$ cat config.mk
export PLATFORM = sky130hd
export DESIGN_NAME = fwm_axis_sq
export DESIGN_NICKNAME = d
export VERILOG_FILES = /design/src/rtl/core/fwm_axis_sq.sv
export SDC_FILE = /design/constraint.sdc
export NUM_CORES = 2
export LEC_CHECK = 0
export ABC_AREA = 1
export ABC_CLOCK_PERIOD_IN_PS = 16400
export BUFFER_PORTS_ARGS = -buffer_cell sky130_fd_sc_hd__buf_2
export CAP_MARGIN = 5
export CORE_AREA = 4 4 293 295
export DETAILED_ROUTE_END_ITERATION = 7
export DIE_AREA = 0 0 297 299
export PLACE_DENSITY = 0.64
export SYNTH_ARGS = -nofsm -noshare
export SYNTH_HDL_FRONTEND = slang
export SYNTH_SLANG_ARGS = --single-unit
$ cat constraint.sdc
create_clock -name vclk -period 16.4
set_input_delay 2.46 -clock vclk [all_inputs]
set_output_delay 2.46 -clock vclk [all_outputs]
set_load 0.1 [all_outputs]
$ cat src/rtl/core/fwm_axis_sq.sv
module fwm_axis_sq #(
    parameter int POS_WIDTH = 32
) (
    input  logic [POS_WIDTH-1:0]   pos,
    input  logic [POS_WIDTH-1:0]   last_pos,
    output logic [2*POS_WIDTH-1:0] sq
);

    logic [POS_WIDTH:0]   diff;
    logic [POS_WIDTH:0]   diff_neg;
    logic [POS_WIDTH-1:0] mag;

    always_comb
    begin
        diff     = {pos[POS_WIDTH-1], pos} - {last_pos[POS_WIDTH-1], last_pos};
        diff_neg = (POS_WIDTH+1)'(0) - diff;
        mag      = diff[POS_WIDTH] ? diff_neg[POS_WIDTH-1:0] : diff[POS_WIDTH-1:0];
        sq       = (2*POS_WIDTH)'(mag) * (2*POS_WIDTH)'(mag);
    end

endmodule

==> tab_implementation.tex <==
\begin{tabular}{lr}
\hline
Metric & Value \\
\hline
\multicolumn{2}{l}{\textbf{Outcome}} \\
\quad Outcome & finished clean \\
\multicolumn{2}{l}{\textbf{Final layout}} \\
\quad Area occupied by registers & 0 µm² \\
\quad Most common cell after layout, fill and taps aside & sky130\_fd\_sc\_hd\_\_inv\_1 \\
\quad Commonest cells after routing, fill and taps aside & sky130\_fd\_sc\_hd\_\_inv\_1, sky130\_fd\_sc\_hd\_\_fa\_1, sky130\_fd\_sc\_hd\_\_nand2\_1 \\
\quad Fraction of layout cells with a size suffix above 1 & 0.0724 \\
\quad Post-layout net count & about 5500 \\
\quad Sequential cell count & 0 \\
\quad Clock buf count & 0 \\
\quad Area growth syn-to-layout & 5.91\% \\
\quad Fill cell instance count of the final layout & 8426 \\
\multicolumn{2}{l}{\textbf{Synthesis}} \\
\quad Avg Inst Size Synth & 7.90 µm² \\
\quad Post-Synthesis Net Count & $\sim$5400 \\
\quad Fraction of the mapped netlist area in adder cells & 0.602 \\
\quad Count of synthesis-stage warnings from yosys & 0 \\
\quad Yosys cell types & 50 \\
\quad Synthesized instance count & around 4200 \\
\quad Synthesized-area fraction occupied by xor and xnor cells & 0.0251 \\
\quad Fraction of synthesized area in multiplexers & 0 \\
\quad Synth Area in Compound Gates & 0.0432 \\
\quad Portion of the post-synthesis area used by sequential elements & 0 \\
\quad Combinational family with the most area after synthesis & adder cells \\
\quad Cell area after synthesis & 33000 µm² \\
\quad Simple-gate area share of the yosys netlist & 0.168 \\
\multicolumn{2}{l}{\textbf{Timing}} \\
\quad Max-slew violations & 0 \\
\quad Actual slew at the worst max-slew pin & slightly below 800 ps \\
\quad Worst Hold Slack & roughly 6200 ps \\
\quad RSZ-0062 raised after global routing & no \\
\quad Relative max-transition margin & 0.467 \\
\quad \# setup viols final & 0 \\
\quad Maximum clock frequency & 62.9 MHz \\
\quad Period utilisation layout & 0.970 \\
\quad Final number of hold-violating endpoints & 0 \\
\quad Setup total negative slack & 0 ps \\
\quad Post-layout min period & 15900 ps \\
\quad Worst setup slack after layout & 497 ps \\
\multicolumn{2}{l}{\textbf{Setup path}} \\
\quad Critical path's top delay family & adder cells \\
\quad Critical path arrival & $\sim$13000 ps \\
\quad Slowest Stage Delay on Critical Path & $\sim$580 ps \\
\quad Top cell by count, worst path & sky130\_fd\_sc\_hd\_\_fa\_1 \\
\quad Worst Setup Start Kind & input port \\
\quad Crit. End Element & output port \\
\quad Cell at the slowest stage of the critical path & sky130\_fd\_sc\_hd\_\_o21ai\_4 \\
\quad Critical path class & in2out \\
\quad Data required time of the worst path & between 10000 and 15000 ps \\
\quad Worst-path maximum fanout & 29 \\
\quad CP bufs+invs & 12 \\
\multicolumn{2}{l}{\textbf{Job}} \\
\quad Count of maximum capacitance violations & 0 \\
\multicolumn{2}{l}{\textbf{GRT}} \\
\quad Initial antenna violation count & 3 \\
\quad Global routing usage summed across all routing layers & 0.238 \\
\quad Pin count of the biggest net entering global routing & 30 \\
\quad Global-route congestion overflow total & 0 \\
\quad Vias in the first global route & 28478 \\
\quad Wire length of the first global-routing pass & 164000 µm \\
\multicolumn{2}{l}{\textbf{Placement}} \\
\quad Final RePlAce weighted congestion & around 1.0 \\
\quad Post-placement worst setup slack & approximately 670 ps \\
\quad Number of port buffers & about 130 \\
\quad Post-detail-place hpwl & around 89000 µm \\
\multicolumn{2}{l}{\textbf{Floorplanning}} \\
\quad Vertical die dimension & 299 µm \\
\quad CORE AREA & about 83000 µm² \\
\quad Initial Utilization & 0.397 \\
\quad FP Rows & roughly 110 \\
\quad Number of I/O pins & 128 \\
\quad Die Width & 297 µm \\
\quad Total die area & 88800 µm² \\
\multicolumn{2}{l}{\textbf{Min path}} \\
\quad Worst-case hold path end point & sq[3] \\
\quad Worst hold stages & 6 \\
\quad Min-Delay Startpoint & last\_pos[0] \\
\quad Worst min-delay path class & in2out \\
\multicolumn{2}{l}{\textbf{Route}} \\
\quad Routed WL & between 100000 and 150000 µm \\
\quad Number of nets with antenna violations after routing & 0 \\
\quad DR WL/cell & roughly 19 µm \\
\quad First-pass DRT Iterations & 6 \\
\quad Vias post-DR & 26414 \\
\quad DR vias/cell & roughly 4.9 \\
\quad DRC violation count after routing & 0 \\
\quad Iter 0 DRT Violations & between 1500 and 2000 \\
\hline
\end{tabular}
kinds of logic (layout without fill, tap and decap cells):
kind of cell,count (synthesis),in the layout
other,1,3
AND/OR/NAND/NOR,1359,1359
XOR/XNOR,89,89
adder cells (fa/ha/maj),1112,1112
AO/OA/AOI/OAI,242,242
buffers and inverters,1380,1477
metrics by stage:
stage,std cells,util,area (µm²)
finish,5362,0.421,35000
global route,5360,0.421,35000
CTS,5355,0.420,35000
detailed placement,5355,0.420,35000
global placement,5355,0.420,35000
floorplan,4183,-,33000
tightest hold or removal path: cells and delay by family:
kind | cells | cell delay [ps]
buffers and inverters | 3 | 620
adder cells (fa/ha/maj) | 2 | 490
AND/OR/NAND/NOR | 1 | 150
cells in the mapped netlist, types with 4 or more instances:
cell / instances / share of area
sky130_fd_sc_hd__o211ai_1: 4 / 0.00091
sky130_fd_sc_hd__inv_1: 1245 / 0.14
sky130_fd_sc_hd__xor2_1: 53 / 0.014
sky130_fd_sc_hd__nor2_1: 405 / 0.046
sky130_fd_sc_hd__o21ai_1: 7 / 0.0011
sky130_fd_sc_hd__nand2_1: 734 / 0.083
sky130_fd_sc_hd__ha_1: 315 / 0.12
sky130_fd_sc_hd__nand4_1: 18 / 0.0034
sky130_fd_sc_hd__nor3_1: 18 / 0.0027
sky130_fd_sc_hd__a21oi_1: 103 / 0.016
sky130_fd_sc_hd__a21o_1: 11 / 0.0025
sky130_fd_sc_hd__nor4_1: 9 / 0.0017
sky130_fd_sc_hd__buf_2: 53 / 0.0080
sky130_fd_sc_hd__nand2_2: 23 / 0.0044
sky130_fd_sc_hd__buf_4: 18 / 0.0041
sky130_fd_sc_hd__inv_2: 51 / 0.0058
sky130_fd_sc_hd__nand3b_1: 7 / 0.0016
sky130_fd_sc_hd__nor2_2: 33 / 0.0062
sky130_fd_sc_hd__nand3_1: 96 / 0.015
sky130_fd_sc_hd__xnor2_1: 31 / 0.0082
sky130_fd_sc_hd__o21a_1: 7 / 0.0016
sky130_fd_sc_hd__fa_1: 797 / 0.48
sky130_fd_sc_hd__clkbuf_1: 9 / 0.0010
sky130_fd_sc_hd__o21ai_0: 52 / 0.0079
sky130_fd_sc_hd__a31oi_1: 21 / 0.0040
sky130_fd_sc_hd__o21bai_1: 20 / 0.0045
what timing repair did:
item                       CTS  global route
hold buffers                 0             0
buffers inserted             0             5
setup endpoints to repair    0             5
gates resized for setup      0             1
area by class of cell:
cell class	count	area [µm²]	share of cell area
Multi-Input combinational cell	2803	27700	0.792
Inverter	1297	4870	0.139
Tap cell	1080	1350	0.0386
Timing Repair Buffer	180	1060	0.0303
Antenna cell	2	5.00	0.000143
worst max-delay path by stage:
stage	start	endpoint	cells after the start
after global routing	pos[0]	sq[58]	48
final	pos[0]	sq[58]	48
after detailed placement	pos[0]	sq[58]	46
after floorplan	pos[0]	sq[50]	49
after global placement	pos[0]	sq[58]	46
after CTS	pos[0]	sq[58]	47
routing by layer:
layer	vias to the layer above	global-route usage	wire, µm
met5	-	0	13
li1	12224	-	-
met4	2	0.0698	3930
met3	153	0.0508	8930
met1	13092	0.318	42800
met2	943	0.393	47600
